$ cat src/design/krt_pkg.sv
package krt_pkg;

  // Table geometry and field widths
  localparam int DEF_TABLE_DEPTH = 16;
  localparam int REQ_W           = 2;
  localparam int KEY_W           = 27;
  localparam int AGE_W           = 7;
  localparam int STATUS_W        = 2;
  localparam int SLOT_W          = 4;
  localparam int TOTAL_W         = 5;

  // Age bucket bounds: young below YOUNG_LIMIT, old from OLD_START up
  localparam int YOUNG_LIMIT = 19;
  localparam int OLD_START   = 36;
  localparam int TOTAL_MAX   = 31;

  typedef enum logic [REQ_W-1:0] {
    REQ_INSERT = 2'd0,
    REQ_DELETE = 2'd1,
    REQ_LOOKUP = 2'd2,
    REQ_CLEAR  = 2'd3
  } req_t;

  typedef enum logic [STATUS_W-1:0] {
    STS_OK        = 2'd0,
    STS_FULL      = 2'd1,
    STS_DUPLICATE = 2'd2,
    STS_NOT_FOUND = 2'd3
  } status_t;

  typedef enum logic [1:0] {
    ST_IDLE,
    ST_SCAN,
    ST_FINISH
  } state_t;

  typedef enum logic [1:0] {
    BKT_YOUNG,
    BKT_MIDDLE,
    BKT_OLD
  } bucket_t;

  // One stored entry: key in the low bits, age above it
  typedef struct packed {
    logic [AGE_W-1:0] age;
    logic [KEY_W-1:0] key;
  } entry_t;

  localparam int ENTRY_W = $bits(entry_t);

  // Sort an age into its bucket
  function automatic bucket_t age_bucket(input logic [AGE_W-1:0] age);
    bucket_t b;
    if (age < AGE_W'(YOUNG_LIMIT)) begin
      b = BKT_YOUNG;
    end else if (age < AGE_W'(OLD_START)) begin
      b = BKT_MIDDLE;
    end else begin
      b = BKT_OLD;
    end
    return b;
  endfunction

  // Clamp a bucket count to the output field
  function automatic logic [TOTAL_W-1:0] sat_total(input logic [31:0] v);
    logic [TOTAL_W-1:0] r;
    if (v > 32'(TOTAL_MAX)) begin
      r = TOTAL_W'(TOTAL_MAX);
    end else begin
      r = v[TOTAL_W-1:0];
    end
    return r;
  endfunction

endpackage

$ cat src/design/keyed_record_table.sv
// Keyed record table: TABLE_DEPTH slots, each a valid mark, a 27-bit key and a 7-bit age.
// Keys and ages sit in a memory with one write port and a registered read port; valid
// marks and the three age-bucket counts are flip-flops, so reset and a clear request empty
// the table at once with no clearing pass. Insert, delete and lookup read every slot in turn,
// one per cycle, tracking the lowest free slot and the lowest valid match, then commit the
// result and the table update once the output register is free; a clear skips the scan.
// One item is worked on at a time; the next is taken while the previous result still waits
// in the output register. Bucket totals saturate at 31.
module keyed_record_table #(
  parameter int TABLE_DEPTH = krt_pkg::DEF_TABLE_DEPTH
) (
  input  logic        clk,
  input  logic        rst,
  // request item
  input  logic        s_tvalid,
  output logic        s_tready,
  input  logic [39:0] s_tdata,   // [26:0] record_key, [33:27] record_age, rest zero
  input  logic [1:0]  s_tuser,   // [1:0] req_type
  // result item
  output logic        m_tvalid,
  input  logic        m_tready,
  output logic [31:0] m_tdata,   // [3:0] slot_index, [10:4] stored_age, [15:11] young_total,
                                 // [20:16] middle_total, [25:21] old_total, rest zero
  output logic [1:0]  m_tuser    // [1:0] status
);

  localparam int IDXW = (TABLE_DEPTH > 1) ? $clog2(TABLE_DEPTH) : 1;
  localparam int CW   = $clog2(TABLE_DEPTH + 1);
  localparam logic [IDXW:0] SCAN_END = (IDXW + 1)'(TABLE_DEPTH);

  localparam int KW = krt_pkg::KEY_W;
  localparam int AW = krt_pkg::AGE_W;
  localparam int TW = krt_pkg::TOTAL_W;

  krt_pkg::state_t state, state_next;

  // request held for the scan
  krt_pkg::req_t   req;
  logic [KW-1:0]   key;
  logic [AW-1:0]   age;

  // scan progress and results
  logic [IDXW:0]   scan_addr;
  logic            pend;
  logic [IDXW-1:0] pend_idx;
  logic            found;
  logic [IDXW-1:0] match_idx;
  logic [AW-1:0]   match_age;
  logic            free_found;
  logic [IDXW-1:0] free_idx;

  logic [TABLE_DEPTH-1:0] slot_valid;
  logic [CW-1:0]   young_count, middle_count, old_count;
  logic [CW-1:0]   young_next, middle_next, old_next;

  // output register
  krt_pkg::status_t out_status;
  logic [TW-1:0]   out_slot_ext;
  logic [krt_pkg::SLOT_W-1:0] out_slot;
  logic [AW-1:0]   out_age;
  logic [TW-1:0]   out_young, out_middle, out_old;

  // control
  logic            accept;
  logic            rd_en;
  logic            finish_go;
  krt_pkg::entry_t rd_data;
  krt_pkg::entry_t wr_data;
  logic            wr_en;
  logic [IDXW-1:0] wr_addr;

  // commit decisions
  krt_pkg::status_t fin_status;
  logic [IDXW-1:0] fin_slot;
  logic [AW-1:0]   fin_age;
  logic            set_valid, clr_valid, clr_all;
  logic            inc_en, dec_en;
  krt_pkg::bucket_t inc_bkt, dec_bkt;
  logic [31:0]     fin_slot_wide;

  assign out_slot_ext = TW'(out_slot);

  // Next state
  always_comb begin
    state_next = state;
    case (state)
      krt_pkg::ST_IDLE: begin
        if (accept) begin
          if (krt_pkg::req_t'(s_tuser) == krt_pkg::REQ_CLEAR) begin
            state_next = krt_pkg::ST_FINISH;
          end else begin
            state_next = krt_pkg::ST_SCAN;
          end
        end
      end
      krt_pkg::ST_SCAN: begin
        if (scan_addr == SCAN_END) begin
          state_next = krt_pkg::ST_FINISH;
        end
      end
      krt_pkg::ST_FINISH: begin
        if (finish_go) begin
          state_next = krt_pkg::ST_IDLE;
        end
      end
      default: state_next = krt_pkg::ST_IDLE;
    endcase
  end

  // Control outputs
  always_comb begin
    s_tready  = (state == krt_pkg::ST_IDLE);
    rd_en     = (state == krt_pkg::ST_SCAN) && (scan_addr < SCAN_END);
    finish_go = (state == krt_pkg::ST_FINISH) && (!m_tvalid || m_tready);
  end

  assign accept = s_tvalid && s_tready;

  always_ff @(posedge clk) begin
    if (rst) begin
      state <= krt_pkg::ST_IDLE;
    end else begin
      state <= state_next;
    end
  end

  // Capture the request
  always_ff @(posedge clk) begin
    if (accept) begin
      req <= krt_pkg::req_t'(s_tuser);
      key <= s_tdata[KW-1:0];
      age <= s_tdata[KW+AW-1:KW];
    end
  end

  // Advance the scan address and track the lowest free slot
  always_ff @(posedge clk) begin
    if (rst) begin
      scan_addr  <= '0;
      pend       <= 1'b0;
      free_found <= 1'b0;
    end else begin
      pend <= rd_en;
      if (accept) begin
        scan_addr  <= '0;
        free_found <= 1'b0;
      end else if (rd_en) begin
        scan_addr <= scan_addr + (IDXW + 1)'(1);
        if (!free_found && !slot_valid[scan_addr[IDXW-1:0]]) begin
          free_found <= 1'b1;
        end
      end
    end
  end

  always_ff @(posedge clk) begin
    if (rd_en) begin
      pend_idx <= scan_addr[IDXW-1:0];
      if (!free_found && !slot_valid[scan_addr[IDXW-1:0]]) begin
        free_idx <= scan_addr[IDXW-1:0];
      end
    end
  end

  // Compare returned entries, keep the lowest valid match
  always_ff @(posedge clk) begin
    if (rst) begin
      found <= 1'b0;
    end else if (accept) begin
      found <= 1'b0;
    end else if (pend && !found && slot_valid[pend_idx] && rd_data.key == key) begin
      found <= 1'b1;
    end
  end

  always_ff @(posedge clk) begin
    if (pend && !found && slot_valid[pend_idx] && rd_data.key == key) begin
      match_idx <= pend_idx;
      match_age <= rd_data.age;
    end
  end

  // Decide the result and the table update
  always_comb begin
    fin_status = krt_pkg::STS_OK;
    fin_slot   = '0;
    fin_age    = '0;
    set_valid  = 1'b0;
    clr_valid  = 1'b0;
    clr_all    = 1'b0;
    inc_en     = 1'b0;
    dec_en     = 1'b0;
    inc_bkt    = krt_pkg::age_bucket(age);
    dec_bkt    = krt_pkg::age_bucket(match_age);
    case (req)
      krt_pkg::REQ_INSERT: begin
        if (!free_found) begin
          fin_status = krt_pkg::STS_FULL;
        end else if (found) begin
          fin_status = krt_pkg::STS_DUPLICATE;
          fin_slot   = match_idx;
          fin_age    = match_age;
        end else begin
          fin_slot  = free_idx;
          set_valid = 1'b1;
          inc_en    = 1'b1;
        end
      end
      krt_pkg::REQ_DELETE, krt_pkg::REQ_LOOKUP: begin
        if (!found) begin
          fin_status = krt_pkg::STS_NOT_FOUND;
        end else begin
          fin_slot = match_idx;
          fin_age  = match_age;
          if (req == krt_pkg::REQ_DELETE) begin
            clr_valid = 1'b1;
            dec_en    = 1'b1;
          end
        end
      end
      default: clr_all = 1'b1;
    endcase
    fin_slot_wide = 32'(fin_slot);
  end

  // Bucket counts after this request
  always_comb begin
    young_next  = young_count;
    middle_next = middle_count;
    old_next    = old_count;
    if (clr_all) begin
      young_next  = '0;
      middle_next = '0;
      old_next    = '0;
    end
    if (inc_en) begin
      case (inc_bkt)
        krt_pkg::BKT_YOUNG:  young_next  = young_count + CW'(1);
        krt_pkg::BKT_MIDDLE: middle_next = middle_count + CW'(1);
        default:             old_next    = old_count + CW'(1);
      endcase
    end
    if (dec_en) begin
      case (dec_bkt)
        krt_pkg::BKT_YOUNG:  young_next  = young_count - CW'(1);
        krt_pkg::BKT_MIDDLE: middle_next = middle_count - CW'(1);
        default:             old_next    = old_count - CW'(1);
      endcase
    end
  end

  // Commit valid marks and counts
  always_ff @(posedge clk) begin
    if (rst) begin
      slot_valid   <= '0;
      young_count  <= '0;
      middle_count <= '0;
      old_count    <= '0;
    end else if (finish_go) begin
      young_count  <= young_next;
      middle_count <= middle_next;
      old_count    <= old_next;
      if (clr_all) begin
        slot_valid <= '0;
      end else if (set_valid) begin
        slot_valid[free_idx] <= 1'b1;
      end else if (clr_valid) begin
        slot_valid[match_idx] <= 1'b0;
      end
    end
  end

  // Write the new entry on a successful insert
  assign wr_en        = finish_go && set_valid;
  assign wr_addr      = free_idx;
  assign wr_data.key  = key;
  assign wr_data.age  = age;

  krt_slot_mem #(
    .TABLE_DEPTH (TABLE_DEPTH)
  ) u_mem (
    .clk     (clk),
    .wr_en   (wr_en),
    .wr_addr (wr_addr),
    .wr_data (wr_data),
    .rd_en   (rd_en),
    .rd_addr (scan_addr[IDXW-1:0]),
    .rd_data (rd_data)
  );

  // Hold the result until taken
  always_ff @(posedge clk) begin
    if (rst) begin
      m_tvalid <= 1'b0;
    end else if (finish_go) begin
      m_tvalid <= 1'b1;
    end else if (m_tready) begin
      m_tvalid <= 1'b0;
    end
  end

  always_ff @(posedge clk) begin
    if (finish_go) begin
      out_status <= fin_status;
      out_slot   <= fin_slot_wide[krt_pkg::SLOT_W-1:0];
      out_age    <= fin_age;
      out_young  <= krt_pkg::sat_total(32'(young_next));
      out_middle <= krt_pkg::sat_total(32'(middle_next));
      out_old    <= krt_pkg::sat_total(32'(old_next));
    end
  end

  assign m_tuser = out_status;
  assign m_tdata = {6'd0, out_old, out_middle, out_young, out_age, out_slot_ext[3:0]};

endmodule

$ cat src/design/krt_slot_mem.sv
module krt_slot_mem #(
  parameter int TABLE_DEPTH = krt_pkg::DEF_TABLE_DEPTH
) (
  input  logic                              clk,
  input  logic                              wr_en,
  input  logic [((TABLE_DEPTH > 1) ? $clog2(TABLE_DEPTH) : 1)-1:0] wr_addr,
  input  krt_pkg::entry_t                   wr_data,
  input  logic                              rd_en,
  input  logic [((TABLE_DEPTH > 1) ? $clog2(TABLE_DEPTH) : 1)-1:0] rd_addr,
  output krt_pkg::entry_t                   rd_data
);

  krt_pkg::entry_t mem [TABLE_DEPTH];

  // Write one entry
  always_ff @(posedge clk) begin
    if (wr_en) begin
      mem[wr_addr] <= wr_data;
    end
  end

  // Registered read
  always_ff @(posedge clk) begin
    if (rd_en) begin
      rd_data <= mem[rd_addr];
    end
  end

endmodule
$ cat config.mk
export PLATFORM = sky130hd
export DESIGN_NAME = keyed_record_table
export DESIGN_NICKNAME = d
export VERILOG_FILES = /design/src/design/krt_pkg.sv /design/src/design/keyed_record_table.sv /design/src/design/krt_slot_mem.sv
export SDC_FILE = /design/constraint.sdc
export NUM_CORES = 1
export LEC_CHECK = 0
export BUFFER_PORTS_ARGS = -buffer_cell sky130_fd_sc_hd__buf_2
export CAP_MARGIN = 5
export CORE_AREA = 4 4 309 311
export DETAILED_ROUTE_END_ITERATION = 8
export DIE_AREA = 0 0 313 315
export HOLD_SLACK_MARGIN = 0.1
export PLACE_DENSITY = 0.5
export SYNTH_ARGS = -nofsm -noshare
export SYNTH_HDL_FRONTEND = slang
export SYNTH_HIERARCHICAL = 1
export SYNTH_SLANG_ARGS = --single-unit
$ cat constraint.sdc
create_clock -name clk -period 4.25 [get_ports clk]
set_clock_uncertainty 0.15 [all_clocks]
set_input_delay 0 -clock clk [delete_from_list [all_inputs] [get_ports clk]]
set_output_delay 0 -clock clk [all_outputs]
set_load 0.02 [all_outputs]
==> flow_metrics.tcl <==
set metrics [dict create \
    status "finished, final reports clean" \
    hold_viol_final 0 \
    synth_seq_cells 703 \
    final_cell_area_um2 32900 \
    place_hpwl_mm 36.1 \
    hp-start "u_mem/rd_data[31]" \
    ctsHtreeMaxLevel 3 \
    die_w_um 313 \
    synth.yosys.warnings 6 \
    cts_sinks 703 \
    placed_cells 2722 \
    holdWs_ns 0.271 \
    grt_start_max_net_pins 100 \
    syn_area_um2 27600 \
    placed_area_um2 29700 \
    die_h_um 315 \
    setup_tns_ns 0 \
    grt_pass1_wl_mm 97.8 \
    ios 82 \
    cts_buffer_depth 3 \
    synth-edff-count 661 \
    drive_gt1_share_pct 23.7 \
    cp-start-kind "flop" \
    cts_tree "yes" \
    async_flop_share_pct 0 \
    r2r.worst_path.cells 7 \
    switchingPower_mw 3.05 \
    numCtsBuffers 74 \
    worstPathRequired_ns 4.40 \
    p_leak_nw 10.3 \
    area_growth_pct 19.1 \
    cts_setup_buffers 0 \
    syn_avg_cell_area_um2 19.2 \
    drt-initial-drc-count 1051 \
    worstPathArrival_ns 3.47 \
    startpoint "req[0]" \
    ys_seq_area_share_pct 75.0 \
    synthDistinctLibCells 71 \
    route.vias.total 14300 \
    switching_share_pct 20.9 \
    grt_overflow 0 \
    grt_setup_unrepaired "no" \
    setup_violations 0 \
    stdcell_count 2931 \
    syn_inst 1434 \
    maxCapViolations 0 \
    fp.coreArea_um2 92800 \
    clkLatencyLatePin_ns 0.63 \
    ir_worst_vdd_mv 0.305 \
    p_per_area_nw_per_um2 445 \
    drc 0 \
    synth-main-ff-cell "edfxtp_1" \
    cts_root_buffer "clkbuf_16" \
    worst_slew_pin_slew_ns 0.853 \
    gr-usage-all-layers_pct 13.3 \
    combPwrFrac_pct 3.2 \
    ant_nets 0 \
    pwr-share-seq_pct 53.3 \
    antenna_found_initial 0 \
    r2r-start "req[0]" \
    hp-class "reg -> reg" \
    antenna_cells 0 \
    drt_pass1_iterations 5 \
    hold_path_depth 0 \
    portBuffers 69 \
    vias_per_cell 4.88 \
    p_int_mw 11.6 \
    power_frac_clock_pct 43.4 \
    final_util_pct 35.4 \
    path_clk_slew_ns 0.06 \
    fmax_ghz 0.301 \
    nNetsFinal 1678 \
    start_util_pct 29.7 \
    cp_max_fo 22 \
    fp-row-count 112 \
    worst-setup-path-type "reg -> reg" \
    routed_wl_mm 65.6 \
    end_kind "flop" \
    gp_congestion 0.775 \
    min_period_ns 3.32 \
    dieArea_um2 98600 \
    finalCritPeriodShare_pct 78.1 \
    avgRoutedWirePerCell_um 22.4 \
    slew_viol_final 0 \
    max-slew-margin-rel_pct 43.0 \
    grt_pass1_vias 14900 \
]
[stage by stage]
stage	setup slack, ns	total power, mW
finish	0.933	14.6
global placement	0.980	8.37
global route	0.717	15.2
detailed placement	0.973	8.38
CTS	0.982	14.8
floorplan	0.484	8.19
[synthesized netlist by cell type, types with 4 or more instances]
| master | count | share of area (%) |
|---|---|---|
| edfxtp_1 | 661 | 72 |
| a22o_1 | 4 | 0.13 |
| a22oi_1 | 69 | 1.9 |
| mux2i_1 | 9 | 0.33 |
| o211ai_1 | 5 | 0.14 |
| mux4_2 | 142 | 12 |
| nor2b_1 | 9 | 0.20 |
| buf_6 | 8 | 0.33 |
| and3_1 | 6 | 0.14 |
| ha_1 | 11 | 0.50 |
| a21oi_1 | 44 | 0.80 |
| and2_1 | 14 | 0.32 |
| nor4_1 | 8 | 0.18 |
| buf_4 | 7 | 0.19 |
| a31oi_1 | 24 | 0.54 |
| buf_2 | 22 | 0.40 |
| nand3_1 | 12 | 0.22 |
| clkbuf_1 | 39 | 0.53 |
| nand2b_1 | 10 | 0.23 |
| nor3_1 | 20 | 0.36 |
| o21ai_0 | 18 | 0.33 |
| inv_1 | 15 | 0.20 |
| o31a_1 | 4 | 0.13 |
| xor2_1 | 30 | 0.95 |
| dfxtp_1 | 42 | 3.0 |
| nand2_1 | 58 | 0.79 |
| nor2_1 | 63 | 0.86 |
| a211oi_1 | 4 | 0.11 |
| nor3b_1 | 4 | 0.11 |
[worst max-delay path, stage by stage, from the launching register on]
cell and delay [ns]:
edfxtp_1 0.42, inv_1 0.08, ha_1 0.25, nand3b_4 0.19, nor2_1 0.44, nand3b_1 0.42, nor2_4 0.71, buf_12 0.32
[kinds of logic after synthesis]
family / count (synthesis) / share of synthesized area [%]
AOI/OAI and AO/OA: 206 / 5.29
xor gates and xnor gates: 32 / 1.02
adders and majority gates: 11 / 0.499
buffers and inverters: 94 / 1.69
DFF: 703 / 75.0
muxes: 154 / 12.2
other: 1 / 0.0136
and+or+nand+nor: 233 / 4.34
[registers in the layout, summed over array words and instances (netlist names), 2 cells and up]
signal,cells
m_tuser,2
u_mem/rd_data,34
out_young,5
req,2
match_age,7
free_idx,4
pend_idx,4
old_count,5
scan_addr,5
key,27
out_old,5
slot_valid,16
state,2
u_mem/mem,544
out_age,7
middle_count,5
young_count,5
out_slot,4
age,7
match_idx,4
out_middle,5
[power by group through the flow]
| stage | combinational (mW) | clock, mW | sequential (mW) |
|---|---|---|---|
| after floorplan | 0.306 | 0 | 7.89 |
| after global placement | 0.434 | 0 | 7.94 |
| after detailed placement | 0.434 | 0 | 7.95 |
| after CTS | 0.489 | 6.55 | 7.80 |
| after global routing | 0.520 | 6.85 | 7.81 |
| final | 0.474 | 6.35 | 7.80 |
[worst paths after layout]
kind	endpoint	slack [ns]
worst max-delay path	u_mem/mem[7][21]	0.93
worst min-delay path	match_age[4]	0.27
worst max register to register	u_mem/mem[7][21]	0.93
worst min register to register	match_age[4]	0.27
[per-layer routing]
metal | up-vias | global-route usage [%] | share of wire, % | wire length [µm]
met5 | - | 0 | 0 | 0
met4 | 0 | 3.63 | 2.3 | 1480
met3 | 98 | 2.15 | 4.2 | 2720
met2 | 312 | 21.7 | 48 | 31400
met1 | 7639 | 18.6 | 46 | 30000
li1 | 6254 | - | - | -
[layout make-up]
class                   count  area, µm²
clock buffers              91       1930
clock inverters            41        464
fillers                  8787      59900
inverters                  16       60.1
multi-input cells         642       6620
flip-flops and latches    703      20700
well taps                1254       1570
repair buffers            184       1530
[cell usage in the layout, fill, tap and decap left out, types with 13 or more instances in the layout]
cell	synthesis	final
a21oi_1	44	44
a22oi_1	69	69
a31oi_1	24	24
buf_2	22	69
buf_4	7	28
clkbuf_1	39	16
clkbuf_16	0	74
clkinv_1	0	13
dfxtp_1	42	40
dlygate4sd3_1	0	77
edfxtp_1	661	661
inv_1	15	15
mux4_2	142	142
nand2_1	58	58
nor2_1	63	50
nor2_4	0	13
nor3_1	20	15
o21ai_0	18	18
xor2_1	30	30
[timing repair]
action                    in CTS  in global routing
hold buffers                  77                  0
hold endpoints to repair      83                  0
gates resized for setup        0                  0
(Power assumes the default switching activity.)
